`config.mk`:
```
export PLATFORM = sky130hd
export DESIGN_NAME = first_unique_symbol_tracker_unit
export DESIGN_NICKNAME = d
export VERILOG_FILES = /design/src/sv/fust_pkg.sv /design/src/sv/fust_cell.sv /design/src/sv/first_unique_symbol_tracker_unit.sv
export VERILOG_INCLUDE_DIRS = /design/src /design/src/sv
export SDC_FILE = /design/constraint.sdc
export NUM_CORES = 1
export LEC_CHECK = 0
export BUFFER_PORTS_ARGS = -buffer_cell sky130_fd_sc_hd__buf_4
export CAP_MARGIN = 20
export CELL_PAD_IN_SITES_DETAIL_PLACEMENT = 0
export CELL_PAD_IN_SITES_GLOBAL_PLACEMENT = 1
export CORE_MARGIN = 8
export CORE_UTILIZATION = 55
export CTS_CLUSTER_SIZE = 10
export DETAILED_ROUTE_END_ITERATION = 6
export PLACE_DENSITY = 0.95
export SETUP_SLACK_MARGIN = 0.15
export SYNTH_ARGS = -nofsm -noshare
export SYNTH_HDL_FRONTEND = slang
export SYNTH_SLANG_ARGS = --single-unit
```
`constraint.sdc`:
```
create_clock -name i_clk -period 7.2 [get_ports i_clk]
set_clock_uncertainty 0.05 [all_clocks]
set_input_delay 1.44 -clock i_clk [delete_from_list [all_inputs] [get_ports i_clk]]
set_output_delay 1.44 -clock i_clk [all_outputs]
set_load 0.005 [all_outputs]
```
`src/sv/assert_macros.svh`:
```
// assertion macros for the rtl files of the tracker
// no dependencies; included by files that carry concurrent checks
`ifndef ASSERT_MACROS_SVH
`define ASSERT_MACROS_SVH

// implication or plain property checked on every rising clock edge outside reset
`define ASSERT_CLK(lbl, clk, rst_n, prop, msg) \
    lbl: assert property (@(posedge clk) disable iff (!rst_n) prop) else $error(msg);

// condition that must never be seen outside reset
`define ASSERT_NEVER(lbl, clk, rst_n, cond, msg) \
    lbl: assert property (@(posedge clk) disable iff (!rst_n) !(cond)) else $error(msg);

`endif

```
`src/sv/fust_pkg.sv`:
```
// package for the first unique symbol tracker: widths, defaults and link types
// no dependencies; imported by fust_cell and the top level
`timescale 1ns / 1ps

package fust_pkg;

    localparam int unsigned SYM_W             = 5;
    localparam int unsigned ALPHABET_SIZE_DEF = 26;

    // update chain, moves left to right over the pre-update state
    typedef struct packed {
        logic prev_valid;
        logic hit;
    } t_link;

    // priority pick chain over the registered state
    typedef struct packed {
        logic             found;
        logic [SYM_W-1:0] sym;
    } t_pick;

endpackage

```
`src/sv/fust_cell.sv`:
```
// one slot of the arrival order: symbol, valid and repeat flag
// depends on fust_pkg; instanced in a row by first_unique_symbol_tracker_unit
`timescale 1ns / 1ps

module fust_cell
    import fust_pkg::*;
(
    input  logic             i_clk,
    input  logic             i_rst_n,
    input  logic             i_en,
    input  logic             i_start,
    input  logic             i_letter_ok,
    input  logic [SYM_W-1:0] i_letter,
    input  t_link            i_link,
    output t_link            o_link,
    input  t_pick            i_pick,
    output t_pick            o_pick,
    output logic             o_valid
);

    logic             r_valid;
    logic             r_many;
    logic [SYM_W-1:0] r_sym;
    logic             n_valid;
    logic             n_many;
    logic [SYM_W-1:0] n_sym;
    logic             w_eff_valid;
    logic             w_match;
    logic             w_claim;

    always_comb begin
        w_eff_valid = r_valid & ~i_start;
        w_match     = w_eff_valid & (r_sym == i_letter);
        w_claim     = i_letter_ok & i_link.prev_valid & ~w_eff_valid & ~i_link.hit;

        o_link.prev_valid = w_eff_valid;
        o_link.hit        = i_link.hit | w_match;

        n_valid = w_eff_valid | w_claim;
        n_sym   = w_claim ? i_letter : r_sym;
        n_many  = w_match ? 1'b1 : (w_claim ? 1'b0 : r_many);
    end

    always_ff @(posedge i_clk) begin
        if (!i_rst_n) begin
            r_valid <= 1'b0;
        end else if (i_en) begin
            r_valid <= n_valid;
        end
    end

    always_ff @(posedge i_clk) begin
        if (i_en) begin
            r_sym  <= n_sym;
            r_many <= n_many;
        end
    end

    // earliest slot seen exactly once wins
    always_comb begin
        if (i_pick.found) begin
            o_pick = i_pick;
        end else if (r_valid && !r_many) begin
            o_pick.found = 1'b1;
            o_pick.sym   = r_sym;
        end else begin
            o_pick = i_pick;
        end
    end

    assign o_valid = r_valid;

endmodule

```
`src/sv/first_unique_symbol_tracker_unit.sv`:
```
// top level of the first unique symbol tracker: row of fust_cell slots and result register
// depends on fust_pkg, fust_cell and assert_macros.svh
//
//  channel | dir | tdata             | tuser
//  s_axis  | in  | [4:0] letter      | [0] start_of_string
//  m_axis  | out | [4:0] first_unique| [0] found
//
// one item per cycle sustained while the result is not stalled: an item updates the cell
// row when it is accepted, and the pick over the row is registered into the result when it can load
// the update and pick chains ripple through ALPHABET_SIZE cells and set the clock
// reset clears the valid bits of all cells and both control flags at once
// a stalled result holds; the next item is still taken if the result register frees
`timescale 1ns / 1ps
`include "assert_macros.svh"

module first_unique_symbol_tracker_unit
    import fust_pkg::*;
#(
    parameter int unsigned ALPHABET_SIZE = ALPHABET_SIZE_DEF
) (
    input  logic       i_clk,
    input  logic       i_rst_n,
    input  logic       s_axis_tvalid,
    output logic       s_axis_tready,
    input  logic [7:0] s_axis_tdata,   // [4:0] letter, [7:5] zero
    input  logic [0:0] s_axis_tuser,   // [0] start_of_string
    output logic       m_axis_tvalid,
    input  logic       m_axis_tready,
    output logic [7:0] m_axis_tdata,   // [4:0] first_unique, [7:5] zero
    output logic [0:0] m_axis_tuser    // [0] found
);

    localparam int unsigned CMP_W = $clog2(ALPHABET_SIZE + 1);
    localparam int unsigned LIM_W = (CMP_W > SYM_W) ? CMP_W : SYM_W;

    logic                     r_pend;
    logic                     r_ovalid;
    logic                     r_found;
    logic [SYM_W-1:0]         r_sym;
    logic                     w_accept;
    logic                     w_can_load;
    logic                     w_load;
    logic                     w_letter_ok;
    logic [SYM_W-1:0]         w_letter;
    logic [ALPHABET_SIZE-1:0] w_valid;
    t_link                    w_link [ALPHABET_SIZE+1];
    t_pick                    w_pick [ALPHABET_SIZE+1];

    assign w_letter    = s_axis_tdata[SYM_W-1:0];
    assign w_letter_ok = LIM_W'(w_letter) < LIM_W'(ALPHABET_SIZE);

    assign w_can_load    = !r_ovalid || m_axis_tready;
    assign w_load        = r_pend && w_can_load;
    assign s_axis_tready = !r_pend || w_can_load;
    assign w_accept      = s_axis_tvalid && s_axis_tready;

    assign w_link[0].prev_valid = 1'b1;
    assign w_link[0].hit        = 1'b0;
    assign w_pick[0].found      = 1'b0;
    assign w_pick[0].sym        = '0;

    for (genvar k = 0; k < ALPHABET_SIZE; k++) begin : g_cell
        fust_cell u_cell (
            .i_clk      (i_clk),
            .i_rst_n    (i_rst_n),
            .i_en       (w_accept),
            .i_start    (s_axis_tuser[0]),
            .i_letter_ok(w_letter_ok),
            .i_letter   (w_letter),
            .i_link     (w_link[k]),
            .o_link     (w_link[k+1]),
            .i_pick     (w_pick[k]),
            .o_pick     (w_pick[k+1]),
            .o_valid    (w_valid[k])
        );
    end

    always_ff @(posedge i_clk) begin
        if (!i_rst_n) begin
            r_pend   <= 1'b0;
            r_ovalid <= 1'b0;
        end else begin
            if (w_accept) begin
                r_pend <= 1'b1;
            end else if (w_load) begin
                r_pend <= 1'b0;
            end
            if (w_load) begin
                r_ovalid <= 1'b1;
            end else if (m_axis_tready) begin
                r_ovalid <= 1'b0;
            end
        end
    end

    always_ff @(posedge i_clk) begin
        if (w_load) begin
            r_found <= w_pick[ALPHABET_SIZE].found;
            r_sym   <= w_pick[ALPHABET_SIZE].sym;
        end
    end

    assign m_axis_tvalid   = r_ovalid;
    assign m_axis_tdata    = {{(8 - SYM_W){1'b0}}, r_sym};
    assign m_axis_tuser[0] = r_found;

    // occupied slots always form a prefix of the row
    `ASSERT_NEVER(a_valid_prefix, i_clk, i_rst_n,
        ((w_valid + ALPHABET_SIZE'(1)) & w_valid) != '0, "cell valid bits not a prefix")
    // a pending pick that cannot load stays pending
    `ASSERT_CLK(a_pend_kept, i_clk, i_rst_n, (r_pend && !w_can_load) |=> r_pend,
        "pending result dropped")
    // a start item leaves at most the first slot occupied
    `ASSERT_CLK(a_start_clear, i_clk, i_rst_n,
        (w_accept && s_axis_tuser[0])
            |=> ($countones(w_valid) <= 1 && (w_valid[0] || w_valid == '0)),
        "start did not clear the row")

endmodule
```
**After elaboration in Yosys (flattened, before gate mapping)**

Index checks and enable logic that the tools add are counted.

- Register bits after elaboration: 190
- Bits of input ports: 13
- Output and inout port bits: 11
- Logic and storage cells: 558

- Order comparisons: 1
- Equality and inequality tests: 26
- Muxes and demuxes: 81
- Bitwise gates (word level): 230
- Reduce and logical (&&, ||, !) cells: 138

Operators with widths:

| operator | count |
|---|---|
| $mux 6 | 50 |
| $eq 5x5->1 | 26 |
| $and 1x1->1 | 128 |
| $reduce_and 2->1 | 52 |
| $reduce_bool 2->1 | 28 |
| $not 1->1 | 52 |
| $or 1x1->1 | 50 |
| $mux 1 | 30 |
| $logic_and 1x1->1 | 28 |
| $logic_not 1->1 | 28 |
| $lt 5x5->1 const B | 1 |
| $mux 5 | 1 |
| $logic_or 1x1->1 | 2 |

**Depth between registers and ports, before layout**

- Depth after elaboration: 53
- Mapped depth: 11
- Depth with buffers taken out: 8

**Modules after synthesis**

A second synthesis with hierarchy kept.

- Cells, all modules: 853
- Area, all modules: 10,926.7 sq um

Modules (own cells, without submodules):

| module | instances | cells each | area each (sq um) | seq. area each (sq um) |
|---|---|---|---|---|
| fust_cell | 26 | 32 | 407.9 | 200.2 |
| first_unique_symbol_tracker_unit | 1 | 21 | 321.6 | 220.2 |

**Least setup slack after synthesis**

OpenSTA, ideal clock, no wires.

- Path type: input port to flip-flop
- Start point: input s_axis_tdata[3]
- End point: register g_cell[16].u_cell.r_many (enable)
- Library setup time: 0.292 ns
- Data arrival time: 3.765 ns
- Data required time: 6.858 ns
- Slack: 3.092 ns
- Stages: 9
- Buffers on the path: 1
- Path through: buf_4 -> xor2_1 -> nor4_1 -> and3_1 -> or4_4 -> nor3_4 -> nand3_2 -> nor3b_1 -> a21o_1

- Cells in the longest elaborated chain, start to end: 21
- Elaborated cells between the ends (all ways): 56
- Classes of those cells: order compare (1); eq/ne (17); bitwise (36); reduce/logical (2)

RTL lines:

| element | line | text |
|---|---|---|
| start, declared | first_unique_symbol_tracker_unit.sv:25 | `input logic [7:0] s_axis_tdata,` |
| $eq 5x5->1 | fust_cell.sv:33 | `w_match = w_eff_valid & (r_sym == i_letter);` |
| $and 1x1->1 | fust_cell.sv:33 |  |
| $or 1x1->1 (15 in series) | fust_cell.sv:37 | `o_link.hit = i_link.hit \| w_match;` |
| $not 1->1 | fust_cell.sv:34 | `w_claim = i_letter_ok & i_link.prev_valid & ~w_eff_valid & ~i_link.hit;` |
| $and 1x1->1 | fust_cell.sv:34 |  |
| $reduce_bool 2->1 (no line) * | n/a |  |
| $reduce_and 2->1 (no line) * | n/a |  |
| end signal, assigned | fust_cell.sv:55 | `r_many <= n_many;` |
| end, declared | fust_cell.sv:22 | `logic r_many;` |

Mark *: on every way between the ends. The rest lies on a longest branch, timed or not.
A chain may end at the register's enable or synchronous reset.

**Worst setup path in the final report**

- Start point: input s_axis_tdata[1]
- End point: register g_cell[16].u_cell.r_many (enable)

The elaborated chain is that of the path after synthesis.

==> report_table.html <==
<table>
<tr><th>Metric</th><th>Value</th></tr>
<tr><th colspan="2">Outcome</th></tr>
<tr><td>Result of the run</td><td>finished clean</td></tr>
<tr><th colspan="2">Cells and area</th></tr>
<tr><td>Antenna diode count</td><td>0</td></tr>
<tr><td>Layout Nets</td><td>929</td></tr>
<tr><td>Post-layout instance area</td><td>between 10,000 and 15,000 um^2</td></tr>
<tr><td>Share of layout cells above drive strength 1</td><td>about 9.8%</td></tr>
<tr><td>Area growth, synth to finish</td><td>7.737%</td></tr>
<tr><th colspan="2">Logic synthesis</th></tr>
<tr><td>Avg Synthesized Cell Area</td><td>between 10 and 15 um^2</td></tr>
<tr><td>Proportion of synthesized flip-flops having asynchronous set or reset</td><td>0%</td></tr>
<tr><td>Mapped Cells</td><td>914</td></tr>
<tr><td>Number of register bits inferred by synthesis</td><td>between 150 and 200</td></tr>
<tr><td>Predominant post-synthesis flop cell</td><td>sky130_fd_sc_hd__edfxtp_1</td></tr>
<tr><td>Portion of the post-synthesis area used by sequential elements</td><td>a little over half</td></tr>
<tr><td>Combined area of all synthesized cells</td><td>10,410 um^2</td></tr>
<tr><td>Library cell with the largest summed area after synthesis</td><td>sky130_fd_sc_hd__edfxtp_1</td></tr>
<tr><td>Synth unique cells</td><td>83</td></tr>
<tr><td>Top post-synthesis cells by count</td><td>162 x sky130_fd_sc_hd__edfxtp_1, 66 x sky130_fd_sc_hd__xor2_1, 64 x sky130_fd_sc_hd__xnor2_1</td></tr>
<tr><td>Top cells by area, synth</td><td>sky130_fd_sc_hd__edfxtp_1 47%, sky130_fd_sc_hd__xor2_1 5.6%, sky130_fd_sc_hd__dfxtp_1 5.4%, sky130_fd_sc_hd__xnor2_1 5.4%, sky130_fd_sc_hd__nor2b_1 2.2%</td></tr>
<tr><td>Proportion of netlist area held by the largest area contributor</td><td>between 40 and 50%</td></tr>
<tr><td>Most common cell in the synthesized netlist</td><td>sky130_fd_sc_hd__edfxtp_1</td></tr>
<tr><td>EDFF count, synth</td><td>162</td></tr>
<tr><td>Warnings from Yosys</td><td>0</td></tr>
<tr><th colspan="2">Setup path</th></tr>
<tr><td>Worst r2r src</td><td>m_axis_tvalid</td></tr>
<tr><td>Critical Path, Cell by Cell</td><td>buf_4 -&gt; xor2_1 -&gt; nor4_1 -&gt; and3_1 -&gt; or4_4 -&gt; nor3_4 -&gt; nand3_2 -&gt; nor3b_1 -&gt; a21o_1</td></tr>
<tr><td>Data required time at the worst endpoint</td><td>between 7 and 8 ns</td></tr>
<tr><td>Crit-path leading delay family</td><td>simple AND/OR/NAND/NOR gates</td></tr>
<tr><td>Combined buffer and inverter count along the critical path</td><td>1</td></tr>
<tr><td>Worst stage delay on the critical path</td><td>approximately 0.83 ns</td></tr>
<tr><td>Sort of element at the start of the critical path</td><td>input port</td></tr>
<tr><td>Slowest stage cell, crit path</td><td>sky130_fd_sc_hd__nor3b_1</td></tr>
<tr><td>WS Path Type</td><td>input port to flip-flop</td></tr>
<tr><td>Logic depth of the worst register-to-register path</td><td>8</td></tr>
<tr><td>Worst Path Arrival</td><td>4.87 ns</td></tr>
<tr><td>Internal reg-to-reg setup slack</td><td>roughly 3.6 ns</td></tr>
<tr><td>End of the worst register-to-register path</td><td>g_cell[16].u_cell.r_many</td></tr>
<tr><td>Max FO, Critical Path</td><td>53</td></tr>
<tr><td>Kind of end point of the critical path</td><td>flip-flop</td></tr>
<tr><th colspan="2">Hold path</th></tr>
<tr><td>Instance count along the most critical hold path</td><td>2</td></tr>
<tr><td>Class of the worst hold path</td><td>flip-flop to flip-flop</td></tr>
<tr><td>Hold Startpoint</td><td>g_cell[0].u_cell.o_valid</td></tr>
<tr><td>Worst-case hold path end point</td><td>g_cell[0].u_cell.o_valid</td></tr>
<tr><th colspan="2">Power and ir drop</th></tr>
<tr><td>LEAKAGE</td><td>around 4 nW</td></tr>
<tr><td>Total power density per cell area</td><td>~200 nW/um^2</td></tr>
<tr><td>Worst-case vdd ir drop</td><td>roughly 160 uV</td></tr>
<tr><th colspan="2">STA</th></tr>
<tr><td>Transition time of the tightest slew-check pin</td><td>slightly above 1 ns</td></tr>
<tr><td>Highest Clock Rate</td><td>about 210 MHz</td></tr>
<tr><td>Fraction of the cycle the final worst path needs</td><td>between 60% and 70%</td></tr>
<tr><td>Final Hold Viols</td><td>0</td></tr>
<tr><td>Setup violators final</td><td>0</td></tr>
<tr><td>Final setup TNS</td><td>0 ns</td></tr>
<tr><td>Total count of max-transition violations in the final report</td><td>0</td></tr>
<tr><td>Unrepaired setup endpoints after global routing</td><td>no</td></tr>
<tr><td>Final worst path period need</td><td>approximately 4.8 ns</td></tr>
<tr><td>Headroom to the max-slew limit</td><td>30.97%</td></tr>
<tr><th colspan="2">Placed design</th></tr>
<tr><td>GP Congestion</td><td>0.9470</td></tr>
<tr><td>Cell area reported after detailed placement</td><td>around 11,000 um^2</td></tr>
<tr><td>Port-buffer cells</td><td>17</td></tr>
<tr><td>Detailed placement HPWL</td><td>~17,000 um</td></tr>
<tr><th colspan="2">Clock network</th></tr>
<tr><td>Number of instances resized during post-cts repair</td><td>0</td></tr>
<tr><td>Number of hold buffers added after CTS</td><td>0</td></tr>
<tr><td>Reg clk slew, reported paths</td><td>~0.07 ns</td></tr>
<tr><td>Clk_lat worst skew</td><td>approximately 0.43 ns</td></tr>
<tr><td>CTS tree</td><td>built</td></tr>
<tr><td>Count of H-tree levels built during CTS</td><td>4</td></tr>
<tr><td>Clock tree buffer depth</td><td>2</td></tr>
<tr><td>Number of buffers inserted by post-CTS setup repair</td><td>0</td></tr>
<tr><td>Total clock buffers created by CTS</td><td>17</td></tr>
<tr><td>Clk sinks</td><td>190</td></tr>
<tr><td>Clock Tree Root</td><td>sky130_fd_sc_hd__clkbuf_16</td></tr>
<tr><th colspan="2">Global routing</th></tr>
<tr><td>Antenna violations before repair</td><td>0</td></tr>
<tr><td>GRT Overall Usage</td><td>21.40%</td></tr>
<tr><td>Congestion Overflow GR</td><td>0</td></tr>
<tr><td>Largest net degree at the start of global routing</td><td>54</td></tr>
<tr><td>Via count of the first global-routing pass</td><td>7,101</td></tr>
<tr><td>First-pass GRT wire length</td><td>~40,000 um</td></tr>
<tr><th colspan="2">Detailed routing</th></tr>
<tr><td># DRC</td><td>0</td></tr>
<tr><td>Vias after detailed routing</td><td>around 7,500</td></tr>
<tr><td>Pre-Repair DR Iteration Count</td><td>6</td></tr>
<tr><td>Wirelength per Cell</td><td>21.90 um</td></tr>
<tr><td>Iter 0 DRT Violations</td><td>1,007</td></tr>
<tr><td>Vias per cell</td><td>around 6.5</td></tr>
<tr><td>Antenna violation net count after detailed routing</td><td>0</td></tr>
<tr><td>Detailed-route wire length</td><td>between 20,000 and 30,000 um</td></tr>
<tr><th colspan="2">Flow run</th></tr>
<tr><td>Maximum Capacitance Violations</td><td>0</td></tr>
<tr><th colspan="2">Die</th></tr>
<tr><td>Horizontal die dimension</td><td>153.6 um</td></tr>
<tr><td>Initial Utilization</td><td>a little under three fifths</td></tr>
<tr><td>Die area</td><td>~24,000 um^2</td></tr>
<tr><td>Core Region</td><td>about 19,000 um^2</td></tr>
<tr><td>Floorplan die height</td><td>around 150 um</td></tr>
<tr><td>Count of boundary I/O pins</td><td>24</td></tr>
<tr><td>Row cnt</td><td>50</td></tr>
</table>
per-stage QoR:
| step | instances | hold WS [ns] | setup slack (ns) | total power [mW] | util, % |
|---|---|---|---|---|---|
| 6_report | 1163 | 0.4556 | 2.432 | 2.276 | 60.18 |
| 5_1_grt | 1163 | 0.4921 | 2.307 | 2.331 | 60.18 |
| 4_1_cts | 1163 | 0.4579 | 2.495 | 2.281 | 60.18 |
| 3_5_place_dp | 1131 | 0.4472 | 2.056 | 1.361 | 57.05 |
| 3_3_place_gp | 1129 | 0.4374 | 2.093 | 1.360 | 56.99 |
| 2_1_floorplan | 916 | 0.4197 | 3.092 | 1.318 | - |
where the power goes:
part,switching (mW),internal [mW]
combinational,0.0941,0.0452
clock,0.413,0.524
sequential,0.00367,1.20
layout make-up:
class / count / area, um^2
Multi-Input combinational cell: 656 / 4637
Clock buffer: 20 / 446.7
Fill cell: 1539 / 7423
Tap cell: 234 / 292.8
Sequential cell: 190 / 5425
Timing Repair Buffer: 25 / 182.7
Clock inverter: 12 / 137.6
Inverter: 26 / 97.59
metal layers:
metal / GRT usage, % / up-vias / wire length (um)
li1: - / 3430 / -
met1: 29.38 / 3729 / 11260
met2: 34.57 / 318 / 12110
met3: 3.307 / 32 / 1653
met4: 6.206 / 0 / 444
met5: 0 / - / 0
kinds of logic after synthesis:
group / synth area share [%]
other cells: 0.03601
xor+xnor: 10.93
buf+inv: 3.448
mux: 0.2403
simple gates: 21.36
flops: 52.10
compound gates: 11.88
sequential cells by signal, indices dropped and copies added, names as in the netlist:
| register | flops |
|---|---|
| g_cell.u_cell.r_sym | 130 |
| m_axis_tvalid | 1 |
| g_cell.u_cell.o_valid | 26 |
| r_sym | 5 |
| g_cell.u_cell.r_many | 26 |
| r_pend | 1 |
| m_axis_tuser | 1 |
how the worst max path moves through the flow:
stage | end | cells after the start | from
4_1_cts | g_cell[16].u_cell.r_many | 9 | s_axis_tdata[4]
2_1_floorplan | g_cell[16].u_cell.r_many | 9 | s_axis_tdata[3]
5_1_grt | g_cell[16].u_cell.r_many | 9 | s_axis_tdata[1]
3_5_place_dp | g_cell[16].u_cell.r_many | 9 | s_axis_tdata[1]
6_report | g_cell[16].u_cell.r_many | 9 | s_axis_tdata[1]
3_3_place_gp | g_cell[16].u_cell.r_many | 9 | s_axis_tdata[1]
worst reg2reg max path, cell delays in order, from the launching register on:
cell and delay, ns:
sky130_fd_sc_hd__dfxtp_1 0.31, sky130_fd_sc_hd__nor2b_1 0.16, sky130_fd_sc_hd__a21oi_2 0.33, sky130_fd_sc_hd__o211ai_1 0.23, sky130_fd_sc_hd__or4_4 0.53, sky130_fd_sc_hd__nor3_4 0.51, sky130_fd_sc_hd__nand3_2 0.24, sky130_fd_sc_hd__nor3b_1 0.83
sky130_fd_sc_hd__a21o_1 0.15
cells in the final DEF (no fill, tap or decap), drive strengths merged, types with 18 or more instances in the layout:
cell type,instances
buf,25
edfxtp,162
dfxtp,28
nor2,40
nor2b,37
a21oi,29
a21o,22
nand3,29
inv,28
nor4,24
xnor2,64
o21ai,19
clkbuf,20
xor2,66
nand2,56
nor3,26
nand4,21
nand2b,24
nor4b,18
No activity file was read; power rests on OpenSTA's default activity.
